`config.mk`:
```
export PLATFORM = sky130hd
export DESIGN_NAME = cursor_sequence_store_core
export DESIGN_NICKNAME = d
export VERILOG_FILES = /design/src/rtl/csstore_pkg.sv /design/src/rtl/cursor_sequence_store_core.sv /design/src/rtl/csstore_cell.sv
export VERILOG_INCLUDE_DIRS = /design/src /design/src/rtl
export SDC_FILE = /design/constraint.sdc
export NUM_CORES = 1
export LEC_CHECK = 0
export BUFFER_PORTS_ARGS = -buffer_cell sky130_fd_sc_hd__clkbuf_2
export CORE_ASPECT_RATIO = 0.7
export CORE_MARGIN = 3
export CORE_UTILIZATION = 35
export CTS_CLUSTER_DIAMETER = 50
export DETAILED_ROUTE_END_ITERATION = 8
export GPL_ROUTABILITY_DRIVEN = 0
export HOLD_SLACK_MARGIN = 0.1
export MAX_ROUTING_LAYER = met4
export SYNTH_ARGS = -nofsm -noshare
export SYNTH_HDL_FRONTEND = slang
export SYNTH_SLANG_ARGS = --single-unit
```
`constraint.sdc`:
```
create_clock -name i_clk -period 3.87 [get_ports i_clk]
set_clock_uncertainty 0.1 [all_clocks]
set_input_delay 0.1935 -clock i_clk [delete_from_list [all_inputs] [get_ports i_clk]]
set_output_delay 0.1935 -clock i_clk [all_outputs]
set_load 0.01 [all_outputs]
```
`src/rtl/cursor_sequence_store_core_defines.svh`:
```
// cursor_sequence_store_core_defines.svh
// assertion macros shared by the cursor sequence store rtl
// no dependencies; take in with `include before the module
`ifndef CURSOR_SEQUENCE_STORE_CORE_DEFINES_SVH
`define CURSOR_SEQUENCE_STORE_CORE_DEFINES_SVH

// antecedent implies consequent in the same cycle
`define CSS_ASSERT_SAME(label, clk, rst_n, ante, cons) \
    label: assert property (@(posedge clk) disable iff (!(rst_n)) (ante) |-> (cons)) \
        else $error("cursor store: same-cycle check failed");

// antecedent implies consequent in the next cycle
`define CSS_ASSERT_NEXT(label, clk, rst_n, ante, cons) \
    label: assert property (@(posedge clk) disable iff (!(rst_n)) (ante) |=> (cons)) \
        else $error("cursor store: next-cycle check failed");

`endif

```
`src/rtl/csstore_pkg.sv`:
```
// csstore_pkg.sv
// types and fixed constants for the cursor sequence store
// no dependencies
`timescale 1ns / 1ps

package csstore_pkg;

    // fixed port widths
    localparam int KIND_W   = 3;
    localparam int PORT_W   = 32;
    localparam int COUNT_W  = 4;
    localparam int STATUS_W = 2;

    // operation codes
    typedef enum logic [KIND_W-1:0] {
        OP_START   = 3'd0,
        OP_ADVANCE = 3'd1,
        OP_INSERT  = 3'd2,
        OP_ATTACH  = 3'd3,
        OP_REMOVE  = 3'd4,
        OP_READ    = 3'd5
    } t_op_kind;

    // status codes
    typedef enum logic [STATUS_W-1:0] {
        ST_OK   = 2'd0,
        ST_FULL = 2'd1,
        ST_NONE = 2'd2
    } t_status;

    // per-cell move control for one accepted beat
    typedef struct packed {
        logic load;        // take the new entry
        logic take_left;   // shift towards the back
        logic take_right;  // shift towards the front
    } t_cell_ctl;

endpackage

```
`src/rtl/cursor_sequence_store_core.sv`:
```
// Cursor sequence store: an ordered list of up to CAPACITY entries with one
// cursor, driven by one operation per input beat (start, advance, insert
// before, attach after, remove, read) and answering each with one result beat.
// The row of entry cells shifts all positions at once, so a new beat is taken
// every cycle, and the result sits in an output register from the cycle after
// acceptance. Input is held off during reset and while that result register is
// full and stalled. Entries wider than 32 bits are cut to 32; entry_count
// reports the low 4 bits of the stored count.
// Depends on csstore_pkg, csstore_cell and cursor_sequence_store_core_defines.svh.
`timescale 1ns / 1ps
`include "cursor_sequence_store_core_defines.svh"

module cursor_sequence_store_core #(
    parameter int CAPACITY   = 8,
    parameter int ENTRY_BITS = 32
) (
    input  logic                                i_clk,
    input  logic                                i_rst_n,
    input  logic                                i_in_valid,
    output logic                                o_in_stall,
    input  logic [csstore_pkg::KIND_W-1:0]      i_kind,
    input  logic [csstore_pkg::PORT_W-1:0]      i_entry_value,
    output logic                                o_out_valid,
    input  logic                                i_out_stall,
    output logic [csstore_pkg::PORT_W-1:0]      o_current_value,
    output logic                                o_has_current,
    output logic [csstore_pkg::COUNT_W-1:0]     o_entry_count,
    output logic [csstore_pkg::STATUS_W-1:0]    o_status
);
    import csstore_pkg::*;

    localparam int EW = (ENTRY_BITS < PORT_W) ? ENTRY_BITS : PORT_W;
    localparam int CW = $clog2(CAPACITY + 1);
    localparam logic [CW-1:0] CAP_CNT = CW'(CAPACITY);

    logic                    w_accept;
    logic                    w_at_item;
    logic                    w_full;
    logic                    w_place;
    logic                    w_remove;
    logic [CW-1:0]           w_pos;
    logic [CW-1:0]           r_cursor;
    logic [CW-1:0]           n_cursor;
    logic [CW-1:0]           r_count;
    logic [CW-1:0]           n_count;
    t_status                 n_status;
    logic                    n_has_current;
    logic [EW-1:0]           w_new;
    logic [EW-1:0]           w_sel;
    t_cell_ctl               w_ctl  [CAPACITY];
    logic [EW-1:0]           w_next [CAPACITY];
    logic [EW-1:0]           w_data [CAPACITY];
    logic                    r_out_valid;
    logic [EW-1:0]           r_out_value;
    logic                    r_out_has;
    logic [COUNT_W-1:0]      r_out_count;
    t_status                 r_out_status;

    // handshake: take a beat whenever the result register will be free
    assign o_in_stall = !i_rst_n || (r_out_valid && i_out_stall);
    assign w_accept   = i_in_valid && !o_in_stall;

    assign w_at_item = r_cursor < r_count;
    assign w_full    = r_count >= CAP_CNT;
    assign w_new     = i_entry_value[EW-1:0];

    // operation decode
    always_comb begin
        n_cursor = r_cursor;
        n_count  = r_count;
        n_status = ST_OK;
        w_place  = 1'b0;
        w_remove = 1'b0;
        w_pos    = '0;
        unique case (i_kind)
            OP_START: begin
                n_cursor = '0;
            end
            OP_ADVANCE: begin
                if (w_at_item) begin
                    n_cursor = r_cursor + 1'b1;
                end else begin
                    n_status = ST_NONE;
                end
            end
            OP_INSERT, OP_ATTACH: begin
                if (w_full) begin
                    n_status = ST_FULL;
                end else begin
                    w_place = 1'b1;
                    if (i_kind == OP_INSERT) begin
                        w_pos = w_at_item ? r_cursor : '0;
                    end else begin
                        w_pos = w_at_item ? r_cursor + 1'b1 : r_count;
                    end
                    n_cursor = w_pos;
                    n_count  = r_count + 1'b1;
                end
            end
            OP_REMOVE: begin
                if (w_at_item) begin
                    w_remove = 1'b1;
                    n_count  = r_count - 1'b1;
                end else begin
                    n_status = ST_NONE;
                end
            end
            OP_READ: begin
                if (!w_at_item) begin
                    n_status = ST_NONE;
                end
            end
            default: begin
            end
        endcase
    end

    // per-cell move controls, only on an accepted beat
    always_comb begin
        for (int k = 0; k < CAPACITY; k++) begin
            w_ctl[k].load       = w_accept && w_place && (CW'(k) == w_pos);
            w_ctl[k].take_left  = w_accept && w_place && (CW'(k) > w_pos);
            w_ctl[k].take_right = w_accept && w_remove && (CW'(k) >= r_cursor)
                                  && (k < CAPACITY - 1);
        end
    end

    // row of entry cells
    for (genvar g = 0; g < CAPACITY; g++) begin : g_cell
        logic [EW-1:0] w_left;
        logic [EW-1:0] w_right;
        if (g == 0) begin : g_first
            assign w_left = '0;
        end else begin : g_inner_l
            assign w_left = w_data[g-1];
        end
        if (g == CAPACITY - 1) begin : g_last
            assign w_right = '0;
        end else begin : g_inner_r
            assign w_right = w_data[g+1];
        end
        csstore_cell #(
            .EW (EW)
        ) u_cell (
            .i_clk   (i_clk),
            .i_ctl   (w_ctl[g]),
            .i_new   (w_new),
            .i_left  (w_left),
            .i_right (w_right),
            .o_next  (w_next[g]),
            .o_data  (w_data[g])
        );
    end

    // entry under the cursor after the operation
    assign n_has_current = n_cursor < n_count;
    always_comb begin
        w_sel = '0;
        for (int k = 0; k < CAPACITY; k++) begin
            if (CW'(k) == n_cursor) begin
                w_sel = w_sel | w_next[k];
            end
        end
    end

    // list state and result register
    always_ff @(posedge i_clk) begin
        if (!i_rst_n) begin
            r_cursor    <= '0;
            r_count     <= '0;
            r_out_valid <= 1'b0;
        end else begin
            if (w_accept) begin
                r_cursor    <= n_cursor;
                r_count     <= n_count;
                r_out_valid <= 1'b1;
            end else if (!i_out_stall) begin
                r_out_valid <= 1'b0;
            end
        end
        if (w_accept) begin
            r_out_value  <= n_has_current ? w_sel : '0;
            r_out_has    <= n_has_current;
            r_out_count  <= COUNT_W'(n_count);
            r_out_status <= n_status;
        end
    end

    assign o_out_valid     = r_out_valid;
    assign o_current_value = PORT_W'(r_out_value);
    assign o_has_current   = r_out_has;
    assign o_entry_count   = r_out_count;
    assign o_status        = r_out_status;

    // checks
    `CSS_ASSERT_SAME(a_cursor_in_list, i_clk, i_rst_n, 1'b1, r_cursor <= r_count)
    `CSS_ASSERT_SAME(a_count_bounded, i_clk, i_rst_n, 1'b1, r_count <= CAP_CNT)
    `CSS_ASSERT_NEXT(a_insert_grows, i_clk, i_rst_n, w_accept && w_place, r_count == $past(r_count) + 1'b1)
    `CSS_ASSERT_SAME(a_none_has_no_entry, i_clk, i_rst_n, r_out_valid && (r_out_status == ST_NONE), !o_has_current)

endmodule

```
`src/rtl/csstore_cell.sv`:
```
// csstore_cell.sv
// one storage position of the entry row, fed by its two neighbours
// depends on csstore_pkg
`timescale 1ns / 1ps

module csstore_cell #(
    parameter int EW = 32
) (
    input  logic                   i_clk,
    input  csstore_pkg::t_cell_ctl i_ctl,
    input  logic [EW-1:0]          i_new,
    input  logic [EW-1:0]          i_left,
    input  logic [EW-1:0]          i_right,
    output logic [EW-1:0]          o_next,
    output logic [EW-1:0]          o_data
);
    import csstore_pkg::*;

    logic [EW-1:0] r_data;
    logic [EW-1:0] n_data;

    // pick the source for this position
    always_comb begin
        if (i_ctl.load) begin
            n_data = i_new;
        end else if (i_ctl.take_left) begin
            n_data = i_left;
        end else if (i_ctl.take_right) begin
            n_data = i_right;
        end else begin
            n_data = r_data;
        end
    end

    // entry storage, undefined until written
    always_ff @(posedge i_clk) begin
        r_data <= n_data;
    end

    assign o_next = n_data;
    assign o_data = r_data;

endmodule

```
==> flow_summary.yaml, run 1 <==
worst_setup_path:
  worstSetupStartpointType: "flip-flop"
  crit_path_max_fanout: 22
  crit_type: "reg -> reg"
  data_arrival_time_of_the_critical_path_ns: 3.92
  startpoint: "r_count[3]"
  regToRegEndpoint: "o_current_value[30]"
  worstReg2RegStart: "r_count[3]"
  cp-end-kind: "flip-flop"
  worst-r2r-setup-slack_ns: 0.12
  cp-endpoint: "o_current_value[30]"
  r2r.worst_path.cells: 13
  timing.critical_path.required_ns: 4.04
sta:
  max_clock_freq_mhz: 266.3
  max-slew-margin-rel_pct: 45.74
  min_period_ns: 3.755
  finalHoldViolCount: 0
  setup_viol: 0
  maxSlewViolCount: 0
  setup_slack_ns: 0.1151
  min_period_over_period_pct: 97.03
  timing.setup.tns_ns: 0
  timing_worst_slew_pin_value_ns: 0.8073
pwr:
  total_power_mw: 12.40
  power.density_mw_per_mm2: 573.4
  power.static_leakage_nw: 9.256
  power.ir.vdd_worst_mv: 0.3785
synth:
  synth_top_area_share_pct: 29.93
  synth-edff-count: 39
  seq_total_area_yosys_pct: 36.53
  synth_area_mm2: 0.01773
  synthFlopType: "sky130_fd_sc_hd__dfxtp_1"
  post_synth.cell_area_avg_um2: 8.908
  ys_warns: 0
  synth_area_leader_cell: "sky130_fd_sc_hd__dfxtp_1"
  synth-seq-cells: 304
  synth_top_cells_by_area: "sky130_fd_sc_hd__dfxtp_1 30%, sky130_fd_sc_hd__mux2i_1 11%, sky130_fd_sc_hd__edfxtp_1 6.6%, sky130_fd_sc_hd__nand2_1 6.2%, sky130_fd_sc_hd__mux2_2 5.0%"
  synth_cell_type_count: 69
  postSynthCellCount: 1990
  postSynthNetCount: 2041
  ys_async_sr_fraction_pct: 0
final_layout:
  utilization_pct: 43.53
  multi_input_comb_area_mm2: 0.01063
  seqCellArea_mm2: 0.006476
  non_filler_cells_in_the_finished_layout: 2775
  post_route_cells_drive_above_1_share_pct: 22.11
  finalNetCount: 2132
  fillerInstances: 4781
  syn_to_final_growth_pct: 22.02
worst_hold_path:
  hp-class: "in -> reg"
floorplanning:
  core-area_mm2: 0.04969
  num_io_pins: 80
  floorplan.initialDensity_pct: 35.68
  die_h_um: 194.3
  fp.dieArea_mm2: 0.05343
  num_rows: 68
  die_w_um: 275.0
drt:
  dr_total_vias: 17460
  detail_route.iter0.violations: 2225
  detail_route.first_pass.iterations: 7
  drc: 0
  drt_wl_total_um: 70070
  ant_nets: 0
  avgViaCountPerCell: 6.292
  wire_per_inst_um: 25.25
place:
  detailedPlace.worstSlack_ns: -0.002017
  placedCellCount: 2652
  io_buffers: 79
  dp.final_hpwl_um: 43480
status:
  status: "finished, final reports clean"
clock_tree:
  cts-htree-levels: 2
  cts_inserted_buffers: 38
  clock-root-buffer: "sky130_fd_sc_hd__clkbuf_16"
  path_clk_slew_ns: 0.07
  worstSkewPairLatency_ns: 0.55
  tritoncts: "yes"
  cts.path.max_buffers: 3
  sink_count: 304
global_route:
  grt_start_max_net_pins: 93
  first_global_vias: 16930
  grt_pass1_wl_um: 104100
  number_of_antenna_violations_at_the_first_check_in_global_routing: 1
  grt_util_all_layers_pct: 25.74
  grt.overflow.total: 0
flow_run:
  max-cap-violations: 0
## through the flow
| stage | hold WS [ns] | instance area, um^2 |
|---|---|---|
| after floorplan | 0.2320 | 17730 |
| after global placement | 0.3614 | 19690 |
| after detailed placement | 0.3780 | 19690 |
| after CTS | 0.1514 | 21310 |
| after global routing | 0.1829 | 21630 |
| final | 0.1745 | 21630 |
## worst min path at each step
stage                start     endpoint  cells past startpoint  slack, ns
2_1_floorplan   i_in_valid  o_out_valid                      2       0.23
3_3_place_gp   i_out_stall  o_out_valid                      3       0.36
3_5_place_dp   i_out_stall  o_out_valid                      3       0.38
4_1_cts          i_kind[0]  o_status[1]                      4       0.15
5_1_grt          i_kind[0]  o_status[1]                      4       0.18
6_report         i_kind[0]  o_status[1]                      4       0.17
## critical path: stages (launching register included)
cell and delay [ns]:
sky130_fd_sc_hd__dfxtp_1 0.33, sky130_fd_sc_hd__inv_1 0.06, sky130_fd_sc_hd__ha_2 0.40, sky130_fd_sc_hd__o211ai_4 0.12, sky130_fd_sc_hd__o21ai_4 0.18, sky130_fd_sc_hd__buf_4 0.20, sky130_fd_sc_hd__mux2_4 0.37, sky130_fd_sc_hd__o211ai_4 0.20
sky130_fd_sc_hd__buf_12 0.22, sky130_fd_sc_hd__buf_12 0.22, sky130_fd_sc_hd__mux2_2 0.37, sky130_fd_sc_hd__mux2_4 0.28, sky130_fd_sc_hd__a2111oi_2 0.30, sky130_fd_sc_hd__a31oi_1 0.14
## synth_stat cells (all sizes together) (20+ instances only)
| cell | n |
|---|---|
| a31oi | 53 |
| clkbuf | 152 |
| a22oi | 53 |
| a2111oi | 21 |
| edfxtp | 39 |
| inv | 43 |
| mux2i | 192 |
| and2 | 32 |
| a211o | 21 |
| a21oi | 106 |
| mux2 | 113 |
| buf | 50 |
| o21ai | 119 |
| o211ai | 32 |
| a311oi | 20 |
| nor3 | 27 |
| nor2 | 53 |
| a222oi | 39 |
| nand3 | 50 |
| nor4 | 32 |
| a221o | 24 |
| dfxtp | 265 |
| a211oi | 26 |
| nand2 | 293 |
| o21a | 24 |
## sequential cells by signal (all words and copies together) (netlist names)
signal,flops
o_has_current,1
g_cell.u_cell.o_data,256
r_count,4
o_entry_count,4
r_cursor,4
o_status,2
o_out_valid,1
o_current_value,32
## cell usage in the layout (no fill, tap or decap), types with 46 or more instances in the layout
master,netlist,routed
sky130_fd_sc_hd__a31oi_1,53,52
sky130_fd_sc_hd__nand3_1,50,46
sky130_fd_sc_hd__mux2_2,78,78
sky130_fd_sc_hd__mux2i_1,191,189
sky130_fd_sc_hd__clkbuf_2,0,79
sky130_fd_sc_hd__nand2_1,293,292
sky130_fd_sc_hd__a21oi_1,105,104
sky130_fd_sc_hd__o21ai_0,118,118
sky130_fd_sc_hd__a22oi_1,53,53
sky130_fd_sc_hd__nor2_1,53,49
sky130_fd_sc_hd__dfxtp_1,265,265
sky130_fd_sc_hd__buf_4,6,94
## where the power goes
group          internal, mW  leakage, nW  switching [mW]  total, mW
registers              4.38         2.60           0.843       5.22
clock network          2.09        0.603            1.46       3.55
logic                  1.85         6.05            1.78       3.62
## final cells by class
cell class / count / area share [%]
multi-input combinational: 1441 / 49.12
sequential: 304 / 29.94
timing repair buffer: 253 / 10.59
clock buffer: 55 / 5.206
tap: 665 / 3.847
inverter: 43 / 0.7635
clock inverter: 12 / 0.5148
antenna: 2 / 0.02314
## metal layers
layer | global-route usage (%) | vias to the layer above | part of all wire [%]
li1 | - | 7712 | -
met5 | - | - | 0
met4 | 8.091 | 0 | 3.0
met2 | 36.09 | 1127 | 41
met1 | 36.44 | 8423 | 44
met3 | 5.850 | 198 | 12
## timing repair
| item | 4_1_cts | 5_1_grt |
|---|---|---|
| setup endpoints to repair | 0 | 36 |
| endpoints found under the hold margin | 253 | 0 |
| hold buffers | 39 | 0 |
| buffers inserted | 0 | 12 |
| gates resized for setup | 0 | 39 |
## logic make-up after synthesis
group,synth area share (%)
buffers and inverters,5.668
XOR/XNOR,0.09883
AND/OR/NAND/NOR,13.34
flip-flops,36.53
AO/OA/AOI/OAI,24.68
multiplexers,18.83
adder cells (fa/ha/maj),0.8470
Note: power is estimated with default switching activity, not from simulation.
==> run 2: changes to the inputs <==
--- a/config.mk
+++ b/config.mk
@@ -7,7 +7,7 @@
 export NUM_CORES = 1
 export LEC_CHECK = 0
 export BUFFER_PORTS_ARGS = -buffer_cell sky130_fd_sc_hd__clkbuf_2
-export CORE_ASPECT_RATIO = 0.7
+export CORE_ASPECT_RATIO = 0.75
 export CORE_MARGIN = 3
 export CORE_UTILIZATION = 35
 export CTS_CLUSTER_DIAMETER = 50
==> flow_summary.yaml, run 2 (synthesis gave the netlist of run 1 again) <==
worst_setup_path:
  cp-end-kind: "flip-flop"
  worstReg2RegStart: "r_count[1]"
  regToRegEndpoint: "o_current_value[11]"
  worst-r2r-setup-slack_ns: 0.14
  worstSetupStartpointType: "flip-flop"
  crit_type: "reg -> reg"
  crit_path_max_fanout: 12
  r2r.worst_path.cells: 12
  data_arrival_time_of_the_critical_path_ns: 3.90
  timing.critical_path.required_ns: 4.05
sta:
  timing.setup.tns_ns: 0
  max-slew-margin-rel_pct: 43.99
  timing_worst_slew_pin_value_ns: 0.8390
  setup_viol: 0
  timing.hold.ws_ns: 0.1478
  min_period_ns: 3.727
  finalHoldViolCount: 0
  maxSlewViolCount: 0
  max_clock_freq_mhz: 268.3
  min_period_over_period_pct: 96.30
pwr:
  power.density_mw_per_mm2: 579.0
  power.ir.vdd_worst_mv: 0.2875
  power.static_leakage_nw: 9.222
global_route:
  grt_util_all_layers_pct: 25.64
  number_of_antenna_violations_at_the_first_check_in_global_routing: 1
  grt_start_max_net_pins: 70
  first_global_vias: 16640
  grt_pass1_wl_um: 103500
  grt.overflow.total: 0
clock_tree:
  tritoncts: "yes"
  cts_inserted_buffers: 39
  cts.path.max_buffers: 3
  sink_count: 304
  worstSkewPairLatency_ns: 0.55
  clock-root-buffer: "sky130_fd_sc_hd__clkbuf_16"
  path_clk_slew_ns: 0.06
  cts-htree-levels: 2
worst_hold_path:
  hp-class: "in -> reg"
  worst_hold_path.num_cells: 3
  whs_endpoint: "o_status[1]"
  worstHoldStart: "i_kind[0]"
drt:
  detail_route.first_pass.iterations: 9
  drc: 6
  detail_route.iter0.violations: 2011
  drt_wl_total_um: 69770
  avgViaCountPerCell: 6.279
  wire_per_inst_um: 25.39
  dr_total_vias: 17250
  ant_nets: 0
floorplanning:
  die_h_um: 200.9
  core-area_mm2: 0.04940
  die_w_um: 265.9
  num_rows: 70
  floorplan.initialDensity_pct: 35.89
  num_io_pins: 80
  fp.dieArea_mm2: 0.05341
final_layout:
  finalNetCount: 2120
  post_route_cells_drive_above_1_share_pct: 21.01
  largest_register_ff_count: 256
  final_cell_mix: "291 x sky130_fd_sc_hd__nand2_1, 265 x sky130_fd_sc_hd__dfxtp_1, 189 x sky130_fd_sc_hd__mux2i_1, 118 x sky130_fd_sc_hd__o21ai_0, 105 x sky130_fd_sc_hd__a21oi_1"
  syn_to_final_growth_pct: 21.07
  most_frequent_standard_cell_in_the_layout_excluding_fill_and_tap_cells: "sky130_fd_sc_hd__nand2_1"
status:
  violations_in_the_final_reports: "DRC"
  status: "finished, violations left"
place:
  io_buffers: 79
  dp.final_hpwl_um: 41840
flow_run:
  max-cap-violations: 0
-- run 2: cell count changes in the layout (fill, tap and decap cells not counted), sizes merged --
cell    before  now
inv         42   43
diode        2    1
buf        134  120
clkbuf     135  139
-- run 2: final cells by class --
type                            count  area, um^2
Timing Repair Buffer              240        2188
Sequential cell                   304        6476
Fill cell                        4788       27940
Clock buffer                       58        1182
Antenna cell                        1       2.502
Tap cell                          648       810.8
Inverter                           43       168.9
Multi-Input combinational cell   1441       10530
Clock inverter                     13       102.6
-- run 2: report_power, final --
group	internal (mW)	leakage, nW	switching, mW	total [mW]
sequential	4.38	2.60	0.826	5.21
clock	2.19	0.632	1.47	3.66
combinational	1.82	5.99	1.74	3.56
-- run 2: stage by stage --
step | cells | total power, mW | utilization (%) | area, um^2 | setup slack (ns)
global route | 2748 | 13.10 | 43.45 | 21460 | -0.01464
global placement | 2629 | 8.483 | 39.69 | 19610 | 0.04914
floorplan | 1990 | 7.688 | - | 17730 | 0.01767
CTS | 2739 | 12.35 | 43.11 | 21290 | 0.00007816
detailed placement | 2629 | 8.655 | 39.69 | 19610 | -0.1022
finish | 2748 | 12.43 | 43.45 | 21460 | 0.1431
-- run 2: worst max-delay path by stage --
stage | start | slack, ns | to | depth (start not counted)
CTS | r_count[3] | 0.00008 | o_current_value[19] | 15
detailed placement | r_count[3] | -0.10 | o_current_value[22] | 15
finish | r_count[1] | 0.14 | o_current_value[11] | 12
floorplan | r_count[3] | 0.02 | o_current_value[30] | 16
global route | r_count[1] | -0.01 | o_current_value[14] | 16
global placement | r_count[3] | 0.05 | o_current_value[10] | 15
-- run 2: layer usage --
layer  up-vias  routed length [um]  GRT usage (%)
li1       7697                   -              -
met4         0                2354          9.002
met1      8321               30000          34.99
met5         -                   0              -
met3       198                7551          5.232
met2      1038               29860          37.58
-- run 2: critical path: stages, from the launching register on --
cell                        delay (ns)
sky130_fd_sc_hd__dfxtp_1          0.31
sky130_fd_sc_hd__inv_1            0.07
sky130_fd_sc_hd__ha_2             0.29
sky130_fd_sc_hd__o211ai_4         0.23
sky130_fd_sc_hd__buf_4            0.17
sky130_fd_sc_hd__o211ai_1         0.16
sky130_fd_sc_hd__or4_4            0.61
sky130_fd_sc_hd__buf_12           0.23
sky130_fd_sc_hd__mux2_4           0.30
sky130_fd_sc_hd__mux2_2           0.28
sky130_fd_sc_hd__mux2_4           0.27
sky130_fd_sc_hd__a2111oi_2        0.29
sky130_fd_sc_hd__a31oi_1          0.14
-- run 2: timing repair --
| item | 4_1_cts | 5_1_grt |
|---|---|---|
| gates cloned | 0 | 3 |
| pin swaps | 0 | 8 |
| gates resized for setup | 2 | 20 |
| setup endpoints to repair | 7 | 33 |
| hold buffers | 39 | 0 |
| buffers inserted | 0 | 5 |
| hold endpoints to repair | 261 | 0 |
==> run 3: changes to the inputs <==
--- a/config.mk
+++ b/config.mk
@@ -17,4 +17,5 @@
 export MAX_ROUTING_LAYER = met4
 export SYNTH_ARGS = -nofsm -noshare
 export SYNTH_HDL_FRONTEND = slang
+export SYNTH_HIERARCHICAL = 1
 export SYNTH_SLANG_ARGS = --single-unit
==> flow_summary.yaml, run 3 <==
status:
  status: "finished, final reports clean"
worst_setup_path:
  cp-end-kind: "flip-flop"
  crit_type: "reg -> reg"
  worstSetupStartpointType: "flip-flop"
  timing.critical_path.required_ns: 4.08
  crit_path_max_fanout: 8
  data_arrival_time_of_the_critical_path_ns: 3.95
clock_tree:
  clock-root-buffer: "sky130_fd_sc_hd__clkbuf_16"
  sink_count: 304
  worstSkewPairLatency_ns: 0.56
  path_clk_slew_ns: 0.06
  cts_inserted_buffers: 40
  cts.path.max_buffers: 3
  tritoncts: "yes"
  cts-htree-levels: 2
sta:
  finalHoldViolCount: 0
  setup_slack_ns: 0.1243
  timing_worst_slew_pin_value_ns: 0.9605
  max_clock_freq_mhz: 267.0
  min_period_ns: 3.746
  min_period_over_period_pct: 96.79
  max-slew-margin-rel_pct: 35.87
  maxSlewViolCount: 0
  setup_viol: 0
synth:
  synth_cell_type_count: 54
  synth_commonest_cells: "418 x sky130_fd_sc_hd__mux2i_1, 265 x sky130_fd_sc_hd__dfxtp_1, 258 x sky130_fd_sc_hd__nor3b_1, 250 x sky130_fd_sc_hd__nor2b_1, 249 x sky130_fd_sc_hd__a211oi_2"
  ys_async_sr_fraction_pct: 0
  synth_top_cells_by_area: "sky130_fd_sc_hd__dfxtp_1 26%, sky130_fd_sc_hd__mux2i_1 21%, sky130_fd_sc_hd__a211oi_2 15%, sky130_fd_sc_hd__nor3b_1 9.5%, sky130_fd_sc_hd__nor2b_1 7.7%"
  synthFlopType: "sky130_fd_sc_hd__dfxtp_1"
  ys_warns: 6
  postSynthCellCount: 1925
  yosys.cell_count.top_type: "sky130_fd_sc_hd__mux2i_1"
  synth-seq-cells: 304
  seq_total_area_yosys_pct: 31.85
  synth_top_area_share_pct: 26.09
  synth_area_leader_cell: "sky130_fd_sc_hd__dfxtp_1"
  synth-edff-count: 39
  post_synth.cell_area_avg_um2: 10.56
  synth_area_mm2: 0.02034
final_layout:
  largest_register_ff_count: 256
  finalNetCount: 2222
  post_route_cells_drive_above_1_share_pct: 30.50
  most_frequent_standard_cell_in_the_layout_excluding_fill_and_tap_cells: "sky130_fd_sc_hd__mux2i_1"
  final_cell_mix: "414 x sky130_fd_sc_hd__mux2i_1, 263 x sky130_fd_sc_hd__dfxtp_1, 249 x sky130_fd_sc_hd__a211oi_2, 244 x sky130_fd_sc_hd__nor3b_1, 242 x sky130_fd_sc_hd__nor2b_1"
  non_filler_cells_in_the_finished_layout: 2976
  syn_to_final_growth_pct: 23.84
flow_run:
  max-cap-violations: 0
pwr:
  power.static_leakage_nw: 8.670
  power.ir.vdd_worst_mv: 0.2639
  total_power_mw: 12.59
  power.density_mw_per_mm2: 499.9
floorplanning:
  die_w_um: 284.3
  fp.dieArea_mm2: 0.06106
  num_io_pins: 80
  die_h_um: 214.8
  num_rows: 75
  floorplan.initialDensity_pct: 35.88
  core-area_mm2: 0.05668
drt:
  drc: 0
  wire_per_inst_um: 22.18
  detail_route.first_pass.iterations: 7
  avgViaCountPerCell: 5.417
  detail_route.iter0.violations: 1158
  drt_wl_total_um: 66020
  dr_total_vias: 16120
  ant_nets: 0
global_route:
  grt_start_max_net_pins: 42
  grt.overflow.total: 0
  number_of_antenna_violations_at_the_first_check_in_global_routing: 4
  grt_util_all_layers_pct: 20.97
  grt_pass1_wl_um: 97840
  first_global_vias: 16140
place:
  placedCellCount: 2819
  dp.final_hpwl_um: 43370
  io_buffers: 79
  detailedPlace.worstSlack_ns: -0.2717
worst_hold_path:
  hp-class: "in -> reg"
[run 3: changes by cell type after synthesis, sizes merged, moves of 52 or more]
cell and delta:
a211oi +225, a21oi -92, a22oi -52, a31oi -53, buf +70, clkbuf -97
mux2 -113, mux2i +227, nand2 -215, nor2b +249, nor3b +255, o21ai -106
[run 3: layout make-up]
| type | count | area [um^2] |
|---|---|---|
| Tap cell | 770 | 963.4 |
| Inverter | 25 | 95.09 |
| Antenna cell | 3 | 7.507 |
| Fill cell | 5304 | 31500 |
| Sequential cell | 304 | 6479 |
| Multi-Input combinational cell | 1491 | 13060 |
| Clock buffer | 55 | 1140 |
| Clock inverter | 19 | 227.7 |
| Timing Repair Buffer | 309 | 3216 |
[run 3: power breakdown]
part | internal (mW) | switching (mW) | leakage [nW]
logic | 1.88 | 1.74 | 5.39
clock network | 2.35 | 1.55 | 0.676
registers | 4.27 | 0.798 | 2.60
total | 8.50 | 4.09 | 8.67
[run 3: critical path, cell delays in order, from the launching register on]
cell                       delay (ns)
sky130_fd_sc_hd__dfxtp_2         0.32
sky130_fd_sc_hd__inv_1           0.08
sky130_fd_sc_hd__ha_4            0.27
sky130_fd_sc_hd__o211ai_2        0.10
sky130_fd_sc_hd__o21a_4          0.24
sky130_fd_sc_hd__buf_4           0.16
sky130_fd_sc_hd__mux2i_4         0.19
sky130_fd_sc_hd__a211o_1         0.34
sky130_fd_sc_hd__nand2_2         0.09
sky130_fd_sc_hd__buf_12          0.14
sky130_fd_sc_hd__nor2_4          0.05
sky130_fd_sc_hd__buf_12          0.13
sky130_fd_sc_hd__buf_6           0.11
sky130_fd_sc_hd__nor2_4          0.14
sky130_fd_sc_hd__buf_12          0.18
sky130_fd_sc_hd__buf_12          0.16
sky130_fd_sc_hd__a211oi_2        0.07
sky130_fd_sc_hd__mux2i_1         0.24
sky130_fd_sc_hd__mux2i_1         0.11
sky130_fd_sc_hd__a32o_1          0.22
[run 3: cell families (layout without fill, tap and decap cells)]
group / count (synthesis) / after routing / synth area share [%]
muxes: 419 / 419 / 20.64
and+or+nand+nor: 653 / 653 / 20.57
DFF: 304 / 304 / 31.85
AOI/OAI and AO/OA: 332 / 332 / 18.66
buffers and inverters: 200 / 408 / 7.353
adders and majority gates: 12 / 12 / 0.7383
other: 1 / 74 / 0.01844
xor gates and xnor gates: 4 / 4 / 0.1723
[run 3: timing repair]
item | in CTS | in global routing
setup buffers | 2 | 34
hold buffers | 40 | 0
resized for setup | 17 | 73
endpoints found under the setup margin | 32 | 32
cloned | 0 | 5
pin swaps | 1 | 16
endpoints found under the hold margin | 266 | 0
[run 3: per-stage QoR]
stage | hold slack (ns) | util [%] | instance area, um^2 | setup TNS (ns)
6_report | 0.2036 | 44.43 | 25180 | 0
5_1_grt | 0.2345 | 44.43 | 25180 | -0.2161
4_1_cts | 0.1595 | 43.11 | 24440 | -0.02504
3_5_place_dp | 0.3589 | 39.84 | 22580 | -6.379
3_3_place_gp | 0.3431 | 39.84 | 22580 | -3.126
2_1_floorplan | 0.2320 | - | 20600 | 0
[run 3: layer usage]
layer	part of all wire (%)	global-route usage (%)	wire, um
met1	48	28.86	31920
met2	43	31.73	28720
met5	0	-	0
met4	2.1	5.860	1415
met3	6.0	3.453	3963
[run 3: path summary, 6_finish.rpt]
kind / slack [ns] / to / cells after the start / start
min: 0.20 / r_count[1] / 5 / i_out_stall
min reg2reg: 0.49 / g_cell[1].u_cell/o_data[2] / 2 / g_cell[0].u_cell/o_data[2]
max: 0.12 / o_current_value[18] / 19 / r_count[1]
max reg2reg: 0.12 / o_current_value[18] / 19 / r_count[1]
